===== src/arr_pkg.sv =====
`timescale 1ns / 1ps

package arr_pkg;

  localparam int unsigned RING_DEPTH  = 8192;
  localparam int unsigned SAMPLE_W    = 16;
  localparam int unsigned FRAME_W     = 2 * SAMPLE_W;
  localparam int unsigned COUNT_W     = 32;
  localparam int unsigned POS_W       = 64;
  localparam int unsigned STEP_W      = 34;
  localparam int unsigned LVL_W       = 14;
  localparam int unsigned ERR_SHIFT   = 10;
  localparam int unsigned QUEUE_DEPTH = 4;
  localparam int unsigned CFG_IDX_W   = 1;

  localparam logic [STEP_W-1:0] NOMINAL_STEP_RST = 34'h1_0000_0000;
  localparam logic [LVL_W-1:0]  TARGET_LEVEL_RST = 14'd1024;
  localparam logic [LVL_W-1:0]  LVL_MAX          = '1;

  typedef enum logic [1:0] {
    KIND_PUSH    = 2'd0,
    KIND_BATCH   = 2'd1,
    KIND_PRODUCE = 2'd2
  } kind_e;

  typedef enum logic [1:0] {
    OP_PUSH,
    OP_BATCH,
    OP_PRODUCE
  } op_e;

  typedef enum logic [CFG_IDX_W-1:0] {
    CFG_NOMINAL_STEP = 1'b0,
    CFG_TARGET_LEVEL = 1'b1
  } cfg_reg_e;

  typedef struct packed {
    logic [1:0]                 kind;
    logic signed [SAMPLE_W-1:0] left_in;
    logic signed [SAMPLE_W-1:0] right_in;
  } in_item_t;

  typedef struct packed {
    logic signed [SAMPLE_W-1:0] left_out;
    logic signed [SAMPLE_W-1:0] right_out;
    logic                       starved;
    logic [LVL_W-1:0]           fill_level;
  } out_item_t;

  typedef struct packed {
    op_e                 op;
    logic [SAMPLE_W-1:0] left;
    logic [SAMPLE_W-1:0] right;
  } op_item_t;

endpackage


===== src/arr_front.sv =====
`timescale 1ns / 1ps

module arr_front (
  input  logic              clk_i,
  input  logic              rst_ni,
  input  logic              in_valid_i,
  output logic              in_ready_o,
  input  arr_pkg::in_item_t in_data_i,
  output logic              q_valid_o,
  output arr_pkg::op_item_t q_data_o,
  input  logic              q_pop_i
);

  import arr_pkg::*;

  localparam int unsigned PtrW = $clog2(QUEUE_DEPTH);

  op_item_t        slot_q [QUEUE_DEPTH];
  logic [PtrW-1:0] wptr_q, wptr_d;
  logic [PtrW-1:0] rptr_q, rptr_d;
  logic [PtrW:0]   cnt_q, cnt_d;
  logic            keep;
  op_e             op;
  logic            push;
  logic            pop;

  always_comb begin
    keep = 1'b1;
    op   = OP_PUSH;
    case (kind_e'(in_data_i.kind))
      KIND_PUSH:    op = OP_PUSH;
      KIND_BATCH:   op = OP_BATCH;
      KIND_PRODUCE: op = OP_PRODUCE;
      default:      keep = 1'b0;
    endcase
  end

  assign in_ready_o = (cnt_q != (PtrW + 1)'(QUEUE_DEPTH));
  assign q_valid_o  = (cnt_q != '0);
  assign q_data_o   = slot_q[rptr_q];
  assign push       = in_valid_i && in_ready_o && keep;
  assign pop        = q_pop_i && q_valid_o;

  assign wptr_d = push ? wptr_q + PtrW'(1) : wptr_q;
  assign rptr_d = pop ? rptr_q + PtrW'(1) : rptr_q;
  assign cnt_d  = cnt_q + (PtrW + 1)'(push) - (PtrW + 1)'(pop);

  always_ff @(posedge clk_i or negedge rst_ni) begin
    if (!rst_ni) begin
      wptr_q <= '0;
      rptr_q <= '0;
      cnt_q  <= '0;
    end else begin
      wptr_q <= wptr_d;
      rptr_q <= rptr_d;
      cnt_q  <= cnt_d;
    end
  end

  always_ff @(posedge clk_i) begin
    if (push) begin
      slot_q[wptr_q] <= '{op: op, left: in_data_i.left_in, right: in_data_i.right_in};
    end
  end

endmodule


===== config.mk =====
export PLATFORM = sky130hd
export DESIGN_NAME = arr_front
export DESIGN_NICKNAME = d
export VERILOG_FILES = /design/src/arr_pkg.sv /design/src/arr_front.sv
export SDC_FILE = /design/constraint.sdc
export NUM_CORES = 1
export LEC_CHECK = 0
export BUFFER_PORTS_ARGS = -buffer_cell sky130_fd_sc_hd__buf_2
export CORE_ASPECT_RATIO = 0.9
export CORE_MARGIN = 5
export CORE_UTILIZATION = 37
export DETAILED_ROUTE_END_ITERATION = 10
export PLACE_DENSITY_LB_ADDON = 0.3
export SETUP_SLACK_MARGIN = 0.3
export SLEW_MARGIN = 20
export SYNTH_ARGS = -nofsm -noshare
export SYNTH_HDL_FRONTEND = slang
export SYNTH_SLANG_ARGS = --single-unit

===== constraint.sdc =====
create_clock -name clk_i -period 4.9 [get_ports clk_i]
set_input_delay 0 -clock clk_i [delete_from_list [all_inputs] [get_ports clk_i]]
set_output_delay 0 -clock clk_i [all_outputs]
set_load 0.1 [all_outputs]

# Word-level counts from Yosys, hierarchy flattened
# Memories as Yosys holds them, arrays and structs flattened.
# Index checks and enable logic that the tools add are counted.
totals:
  reg_bits: 7
  memories: 1
  elab_cells: 21
  ram_bits: 136
op_classes:
  add_sub_neg: 4
  muxes: 4
  n_eq_ne: 3
  reduce_logical: 6
mem_list:
  columns: ["memory", "depth", "word_bits", "rd", "rd_clocked_by_memory_dff", "wr", "line_no", "text"]
  rows:
  - ["slot_q", 4, 34, 1, 0, 1, "arr_front.sv:18", "op_item_t slot_q [QUEUE_DEPTH];"]
ops:
  columns: ["cell", "n"]
  rows:
  - ["adder 2 x 1 -> 2 bit (second input constant)", 2]
  - ["one-hot mux 2 bit (2 select lines)", 1]
  - ["adder 3 x 1 -> 3 bit", 1]
  - ["logical AND 1 bit", 3]
  - ["2-to-1 mux 1 bit", 3]
  - ["inequality test 3 bit (second input constant)", 1]
  - ["nonzero test 3 bit", 1]
  - ["OR reduction 3 bit", 1]
  - ["subtractor 3 x 1 -> 3 bit", 1]
  - ["== test 2 x 1 -> 1 bit (second input constant)", 1]
  - ["== test 2 bit (second input constant)", 1]
  - ["logical NOT 2 bit", 1]

# Depth between registers and ports, before layout
# Gate-level depths: netlist of run 1.
depth:
  ltp_word: 6
  depth_mapped: 10

# Worst setup path before layout of run 1
# No wires, ideal clock.
synth_path:
  path_type: "reg2reg"
  startpoint: "register cnt_q[2]"
  endpoint: "memory slot_q[2][0] in the netlist's numbering (enable)"
  setup_slack_ns: 2.091
  setup_time_ns: 0.394
  n_path_buf: 1
  path_stages_with_launch: 5
  t_arrival_ns: 2.415
  cell_sequence: "dfrtp_1 or3b_1 and3_1 buf_6 and2_1"
synth_between:
  elab_chain_cells: 5
synth_lines:
  columns: ["element", "line_no", "text"]
  rows:
  - ["start, declared", "arr_front.sv:21", "logic [PtrW:0] cnt_q, cnt_d;"]
  - ["start signal, assigned", "arr_front.sv:56", "cnt_q <= cnt_d;"]
  - ["inequality test 3 bit", "arr_front.sv:38", "assign in_ready_o = (cnt_q != (PtrW + 1)'(QUEUE_DEPTH));"]
  - ["via in_ready_o", "arr_front.sv:7", "output logic in_ready_o,"]
  - ["logical AND 1 bit (2 in series)", "arr_front.sv:41", "assign push = in_valid_i && in_ready_o && keep;"]
  - ["2-to-1 mux 1 bit", "arr_front.sv:61", "if (push) begin"]
  - ["2-to-1 mux 1 bit (not written as such)", "arr_front.sv:62", "slot_q[wptr_q] <= '{op: op, left: in_data_i.left_in, right: in_data_i.right_in};"]
  - ["end, declared", "arr_front.sv:18", null]
# The timed path passes the listed nets, and every way through them passes these cells.

==> flow_summary.toml, run 1 <==
[floorplanning]
ioPinCount = 74
die_w_um = 137
die_h_um = 124
die_area_um2 = 16900
start_util_pct = 37.8
core_um2 = 14100
fp-row-count = 41

[clock_tree]
cts.sinks = 143
cts_setup_buffers = 0
cts_tree = "done"
insertion_delay_ns = 0.41
cts_buffer_depth = 2
cts-buffers-inserted = 17
htree_num_levels = 4
cts-root-buf = "clkbuf_16"
cts_hold_buffers = 37
clk_pin_slew_ns = 0.05
cts_resized = 0

[timing]
period_minus_slack_ns = 2.54
skew_ns = 0.00869
post-route-period-util_pct = 51.8
rsz0062_at_grt = "no"
hold_violations = 0
finalSetupViolations = 0
drv_slew = 0
worst_slew_pin_slew_ns = 0.987
clock.fmax_mhz = 394
slew-limit-headroom_pct = 34.2
finalSetupTns_ns = 0

[hold_path]
hold_path.class = "input port to register"
hold_path_depth = 3

[grt]
grt_max_degree = 36
grt_util_all_layers_pct = 11.9
grt_pass1_vias = 2711
antenna_found_initial = 0
grt_overflow = 0
grt_pass1_wl_um = 14400

[logic_synthesis]
synth_area_um2 = 5340
synth_top_area_share_pct = 76.5
ys_ff_latch = 143
synthDistinctLibCells = 22
synth_top_area_cell = "edfxtp_1"
syn_nets = 262
synthCells = 217
avgSynthCellArea_um2 = 24.6
yosysSeqAreaShare_pct = 79.8
synthTopCellsByArea = "edfxtp_1 (77%), mux4_2 (14%), dfrtp_1 (3.3%)"
ys.warnings.count = 0

[drt]
wl_per_cell_um = 17.0
drt_first_pass_iters = 4
post-route-drc-count = 0
num_vias = 2471
drt_iter0_markers = 111
drtAntennaViolNets = 0
routed_wirelength_um = 9220
vias_per_cell = 4.54

[place]
io_buffers = 73
hpwl_um = 5260
place_congestion = 0.706

[finish]
final_common_cell = "edfxtp_1"
diodes = 0
synthToLayoutAreaGrowth_pct = 27.2
final_layout_size_suffix_gt1_share_pct = 40.7
final_cell_mix = "edfxtp_1 (136), buf_2 (73), dlygate4sd3_1 (37), mux4_2 (34), clkbuf_16 (17)"
finalNetCount = 383

[outcome]
outcome = "complete, no violations"

[setup_path]
end_kind = "output pin"
required_ns = 4.90
crit_path_start_kind = "register"
reg2reg_depth = 9
critical_path_class = "register to output pin"
critPathArrivalTime_ns = 2.54
critPathMaxFanout = 21

[flow_run]
drv_cap = 0
[layer usage]
layer	GRT usage, %	up-vias	wire length [um]
met3	4.40	14	527
met1	15.4	1256	4120
met5	0	-	0
li1	-	1142	-
met4	5.29	0	153
met2	18.2	59	4420
[stage by stage]
step | setup slack [ns] | hold WS (ns) | std cells | instance area [um^2] | util (%)
final | 2.36 | 0.0835 | 544 | 6790 | 48.1
after global routing | 2.12 | 0.0978 | 544 | 6790 | 48.1
after CTS | 2.23 | 0.0606 | 544 | 6790 | 48.1
after detailed placement | 2.66 | -0.158 | 475 | 5900 | 41.8
after global placement | 2.68 | -0.158 | 475 | 5900 | 41.8
after floorplan | 2.09 | -0.296 | 217 | 5340 | -
[cell families after synthesis]
logic type,Yosys count,share of synthesized area [%]
DFF,143,79.8
muxes,35,14.6
buffers and inverters,15,1.43
and+or+nand+nor,11,1.34
adders and majority gates,7,1.78
xor gates and xnor gates,5,0.821
AOI/OAI and AO/OA,1,0.188
[final timing paths]
check / slack (ns) / startpoint / end
min in group asynchronous: 0.55 / rst_ni / cnt_q[1]$_DFF_PN0_
worst min-delay path: 0.08 / in_valid_i / wptr_q[0]$_DFFE_PN0P_
worst min register to register: 0.55 / cnt_q[0]$_DFF_PN0_ / cnt_q[0]$_DFF_PN0_
worst max register to register: 2.66 / cnt_q[1]$_DFF_PN0_ / cnt_q[2]$_DFF_PN0_
max in group asynchronous: 4.10 / rst_ni / rptr_q[0]$_DFFE_PN0P_
worst max-delay path: 2.36 / rptr_q[0]$_DFFE_PN0P_ / q_data_o[30]
[synthesized netlist by cell type]
| cell | number |
|---|---|
| edfxtp_1 | 136 |
| mux4_2 | 34 |
| dfrtp_1 | 7 |
| ha_1 | 6 |
| inv_1 | 6 |
| xnor2_1 | 4 |
| and2_2 | 3 |
| buf_2 | 3 |
| buf_1 | 2 |
| buf_4 | 2 |
| nand2_1 | 2 |
| nor2b_1 | 2 |
| and2_1 | 1 |
| and3_1 | 1 |
| buf_6 | 1 |
| clkbuf_2 | 1 |
| fa_1 | 1 |
| mux2_4 | 1 |
| o31a_2 | 1 |
| or3_2 | 1 |
| or3b_1 | 1 |
| xor2_1 | 1 |
[critical path: stages, from the launching register on]
cell	delay (ns)
dfrtp_2	0.71
buf_4	0.49
mux4_2	0.58
buf_2	0.31
[area by class of cell]
class                      count  area [um^2]
fill                        1188         7320
sequential                   143         4260
multi-input combinational     59         1000
timing repair buffer         111          743
clock buffer                  25          475
tap                          193          241
clock inverter                 7         40.0
inverter                       6         22.5
[flip-flops by register name (all words and copies together) (netlist names)]
register  count
slot_q      136
cnt_q         3
rptr_q        2
wptr_q        2
Power of run 1 is left out: the tool's default activity adds up to more than one toggle a clock period on the data nets, which glitch-free logic cannot reach.
==> inputs of run 2 (changes only) <==
==> constraint.sdc (replaced) <==
create_clock -name clk_i -period 2.15 [get_ports clk_i]
set_input_delay 0 -clock clk_i [delete_from_list [all_inputs] [get_ports clk_i]]
set_output_delay 0 -clock clk_i [all_outputs]
set_load 0.1 [all_outputs]
==> run 2 against run 1 <==
  * Critical path depth up 6
  * Die area unchanged
  * Non-clock buffer count up 21
  * Global-route usage up 1.5 points
  * Via count up 6.2%
  * Hold slack better by 0.081 ns
  * Final cell count up 4.0%
  * Clock-buffer cell count down 7
  * Core utilization up 5.8 points
  * First-iteration DRC count up 34%
  * Critical path type is now register to register
==> flow_summary.toml, run 2 (synthesis results as in run 1) <==
[timing]
rsz0062_at_grt = "yes"
drv_slew = 0
hold_violations = 0
post-route-period-util_pct = 96.2
clock.fmax_mhz = 483
slew-limit-headroom_pct = 36.0
period_minus_slack_ns = 2.07
skew_ns = 0.00590
finalSetupTns_ns = 0
finalSetupViolations = 0
worst_slew_pin_slew_ns = 0.961

[hold_path]
min_to = "wptr_q[0]$_DFFE_PN0P_"
hold_path_depth = 4
holdCritStartpoint = "in_valid_i"
hold_path.class = "input port to register"

[grt]
grt_util_all_layers_pct = 13.4
use_met1_pct = 16.3
grt_pass1_vias = 2885
grt_pass1_wl_um = 16100
gr-usage-met3_pct = 5.33
use_met2_pct = 22.0
antenna_found_initial = 0
grt_overflow = 0
gr-max-usage-layer = "met2"
grt_max_degree = 35

[finish]
synthToLayoutAreaGrowth_pct = 42.5
final_cell_mix = "edfxtp_1 (136), buf_2 (39), dlygate4sd3_1 (37), mux4_2 (34), buf_6 (28)"
multi_input_area_um2 = 1050
largest_reg_flops = 136
n_fill_cell = 1073
largest_register = "slot_q"
final_common_cell = "edfxtp_1"
ff_latch_area_um2 = 4260
reg_top3 = "slot_q (136), cnt_q (3)"
finalNetCount = 405
design_area_um2 = 7610
diodes = 0
final_layout_size_suffix_gt1_share_pct = 47.7

[setup_path]
critical_path_class = "register to register"
required_ns = 2.44
r2r_start = "cnt_q[1]$_DFF_PN0_"
crit_path_start_kind = "register"
critPathArrivalTime_ns = 2.36
reg2reg_depth = 9
r2r_end = "cnt_q[2]$_DFF_PN0_"
end_kind = "register"
reg2reg_slack_ns = 0.08
critPathMaxFanout = 6

[drt]
post-route-drc-count = 0
num_vias = 2623
drt_first_pass_iters = 4
drt_iter0_markers = 149
routed_wirelength_um = 10400
vias_per_cell = 4.63
drtAntennaViolNets = 0
wl_per_cell_um = 18.4

[clock_tree]
cts-root-buf = "clkbuf_16"
clk_pin_slew_ns = 0.05
insertion_delay_ns = 0.41
cts_buffer_depth = 2
htree_num_levels = 4
cts-buffers-inserted = 17
cts_tree = "done"
cts.sinks = 143

[floorplanning]
ioPinCount = 74
die_area_um2 = 16900
start_util_pct = 37.8
die_w_um = 137
die_h_um = 124
core_um2 = 14100
fp-row-count = 41

[place]
hpwl_um = 5600
place_congestion = 0.697
dpl-instance-area_um2 = 5990
io_buffers = 73

[flow_run]
drv_cap = 0

[outcome]
outcome = "complete, no violations"
[run 2: final cells by class]
class	count	area share, %
flip-flops and latches	143	56.0
clock buffers	18	5.64
inverters	6	0.329
repair buffers	132	17.8
clock inverters	14	3.16
multi-input cells	60	13.9
well taps	193	3.17
[run 2: critical path, cell delays in order, from the launching register on]
cell and delay, ns:
dfrtp_1 0.40, or3b_4 0.40, and3_4 0.19, inv_4 0.06
ha_4 0.12, inv_2 0.03, ha_4 0.14, fa_2 0.35
xnor2_2 0.14, xnor2_1 0.12
[run 2: metrics by stage]
stage          hold WS, ns  utilization (%)  cells  setup slack [ns]
6_report             0.165             53.9    566            0.0816
5_1_grt              0.163             53.9    566           0.00645
4_1_cts             0.0989             53.5    563            0.0859
3_5_place_dp        -0.154             42.4    478            0.0434
3_3_place_gp        -0.160             42.4    478            0.0775
2_1_floorplan       -0.296                -    217            -0.195
[run 2: how the worst max path moves through the flow]
stage	slack, ns	from	cells past startpoint	endpoint
floorplan	-0.19	cnt_q[0]$_DFF_PN0_	10	cnt_q[2]$_DFF_PN0_
global placement	0.08	cnt_q[0]$_DFF_PN0_	9	cnt_q[2]$_DFF_PN0_
detailed placement	0.04	cnt_q[0]$_DFF_PN0_	9	cnt_q[2]$_DFF_PN0_
CTS	0.09	cnt_q[1]$_DFF_PN0_	9	cnt_q[2]$_DFF_PN0_
global route	0.006	cnt_q[1]$_DFF_PN0_	9	cnt_q[2]$_DFF_PN0_
finish	0.08	cnt_q[1]$_DFF_PN0_	9	cnt_q[2]$_DFF_PN0_
[run 2: what timing repair did]
item                       4_1_cts  5_1_grt
pin swaps                        1        0
gates resized for setup         86       12
setup buffers                   11        2
hold endpoints to repair       145        0
setup endpoints to repair      172      172
hold buffers                    37        0
gates cloned                     5        1
[run 2: metal layers]
layer / vias to the layer above / routed length (um) / share of wire [%]
met2: 66 / 5360 / 51
met3: 8 / 527 / 5.0
met1: 1357 / 4460 / 43
li1: 1192 / - / -
met5: - / 0 / 0
met4: 0 / 95 / 0.91
Power of run 2 is left out for the same reason.
==> inputs of run 3 (changes only) <==
==> constraint.sdc (replaced) <==
create_clock -name clk_i -period 1.7 [get_ports clk_i]
set_input_delay 0 -clock clk_i [delete_from_list [all_inputs] [get_ports clk_i]]
set_output_delay 0 -clock clk_i [all_outputs]
set_load 0.1 [all_outputs]
==> run 3 against run 2 <==
  * The run now ends with setup timing left
  * Design area increased by 5.9%
  * Highest routed layer unchanged
  * Largest cell class unchanged
  * Maximum frequency shrank 1.3%
  * Clock-buffer cell count is 1 higher
  * Critical path depth stayed put
  * Clock skew increased by 0.0012 ns
  * Register-to-register slack got worse by 0.48 ns
  * Routed wire length grew 15%
  * Hold slack got worse by 0.11 ns
  * Die area unchanged
  * Sequential cell count stayed put
  * Core utilization grew 3.2 points
==> flow_summary.toml, run 3 (synthesis results as in run 1) <==
[grt]
grt_pass1_wl_um = 18100
grt_pass1_vias = 3101
antenna_found_initial = 0
grt_max_degree = 25
grt_util_all_layers_pct = 15.1
grt_overflow = 0

[timing]
drv_slew = 0
clock.fmax_mhz = 477
post-route-period-util_pct = 123
finalSetupTns_ns = -23.98
finalSetupViolations = 173
timing.hold.ws_ns = 0.0560
period_minus_slack_ns = 2.10
rsz0062_at_grt = "yes"
final.setup.worst_slack_ns = -0.396
slew-limit-headroom_pct = 77.7
skew_ns = 0.00714
hold_violations = 0
worst_slew_pin_slew_ns = 0.334

[finish]
n_fill_cell = 1042
fin_cells = 589
largest_register = "slot_q"
largest_reg_flops = 136
final_common_cell = "edfxtp_1"
final_cell_mix = "edfxtp_1 (136), buf_2 (37), dlygate4sd3_1 (36), mux4_2 (34), buf_6 (28)"
diodes = 0
final_layout_size_suffix_gt1_share_pct = 50.0
reg_top3 = "slot_q (136), cnt_q (3)"
finalNetCount = 429
synthToLayoutAreaGrowth_pct = 51.0

[clock_tree]
cts.sinks = 143
cts-buffers-inserted = 17
htree_num_levels = 4
insertion_delay_ns = 0.41
cts-root-buf = "clkbuf_16"
clk_pin_slew_ns = 0.06
cts_tree = "done"
cts_buffer_depth = 2

[outcome]
outcome = "finished, violations left"
violations = "setup timing"

[setup_path]
r2r_start = "cnt_q[0]$_DFF_PN0_"
crit_path_start_kind = "register"
critPathArrivalTime_ns = 2.39
r2r_end = "cnt_q[2]$_DFF_PN0_"
critical_path_class = "register to register"
required_ns = 1.99
critPathMaxFanout = 3
reg2reg_depth = 9
end_kind = "register"
reg2reg_slack_ns = -0.40

[place]
hpwl_um = 6190
place_congestion = 0.753
io_buffers = 73
placedCellCount = 491

[drt]
wl_per_cell_um = 20.3
drtAntennaViolNets = 0
vias_per_cell = 4.69
num_vias = 2763
drt_iter0_markers = 203
post-route-drc-count = 0
drt_first_pass_iters = 4
routed_wirelength_um = 12000

[hold_path]
min_to = "slot_q[1][32]$_DFFE_PP_"
hold_path_depth = 2
hold_path.class = "input port to register"
holdCritStartpoint = "in_data_i[32]"

[floorplanning]
start_util_pct = 37.8
die_h_um = 124
die_area_um2 = 16900
die_w_um = 137
ioPinCount = 74
fp-row-count = 41
core_um2 = 14100

[flow_run]
drv_cap = 0
==> run 3: changes by cell type in the layout (fill, tap and decap cells not counted), moves of 2 or more <==
| cell | change |
|---|---|
| and2_2 | -3 |
| and2_4 | +2 |
| buf_12 | +16 |
| buf_16 | +9 |
| buf_2 | -2 |
| buf_8 | +3 |
| bufinv_16 | -5 |
| clkinv_1 | +3 |
| clkinv_4 | -3 |
==> run 3: per-layer routing <==
layer	vias to the layer above	GRT usage [%]	wire length, um
li1	1245	-	-
met5	-	0	0
met4	0	5.10	132
met1	1440	18.1	4980
met2	67	27.0	6390
met3	11	3.55	467
==> run 3: worst max path at each step <==
| stage | startpoint | endpoint | slack (ns) |
|---|---|---|---|
| after detailed placement | cnt_q[0]$_DFF_PN0_ | cnt_q[2]$_DFF_PN0_ | -0.36 |
| after global placement | cnt_q[0]$_DFF_PN0_ | cnt_q[2]$_DFF_PN0_ | -0.28 |
| final | cnt_q[0]$_DFF_PN0_ | cnt_q[2]$_DFF_PN0_ | -0.40 |
| after global routing | cnt_q[0]$_DFF_PN0_ | cnt_q[2]$_DFF_PN0_ | -0.45 |
| after floorplan | cnt_q[0]$_DFF_PN0_ | cnt_q[2]$_DFF_PN0_ | -0.64 |
| after CTS | cnt_q[0]$_DFF_PN0_ | cnt_q[2]$_DFF_PN0_ | -0.36 |
==> run 3: what timing repair did <==
item | in CTS | in global routing
pin swaps | 4 | 1
gates cloned | 14 | 0
resized for setup | 100 | 6
hold buffers | 36 | 0
setup buffers | 13 | 4
setup endpoints to repair | 176 | 177
endpoints found under the hold margin | 143 | 0
==> run 3: critical path, cell delays in order, from the launching register on <==
cell     delay [ns]
dfrtp_1        0.40
or3b_4         0.41
and3_4         0.17
inv_4          0.05
ha_4           0.12
inv_2          0.04
ha_4           0.14
fa_2           0.36
xnor2_2        0.16
xnor2_1        0.13
==> run 3: cell type report <==
class	count	area (um^2)	share of cell area, %
inverters	6	25.0	0.311
flip-flops and latches	143	4260	52.9
repair buffers	157	1950	24.2
multi-input cells	59	1050	13.1
well taps	193	241	3.00
clock inverters	12	96.3	1.20
clock buffers	19	433	5.37
==> run 3: through the flow <==
stage	instance area, um^2	util [%]	setup slack, ns
after floorplan	5420	-	-0.645
after global placement	6330	44.8	-0.279
after detailed placement	6330	44.8	-0.356
after CTS	7990	56.7	-0.362
after global routing	8060	57.1	-0.454
final	8060	57.1	-0.396
Power of run 3 is left out for the same reason.
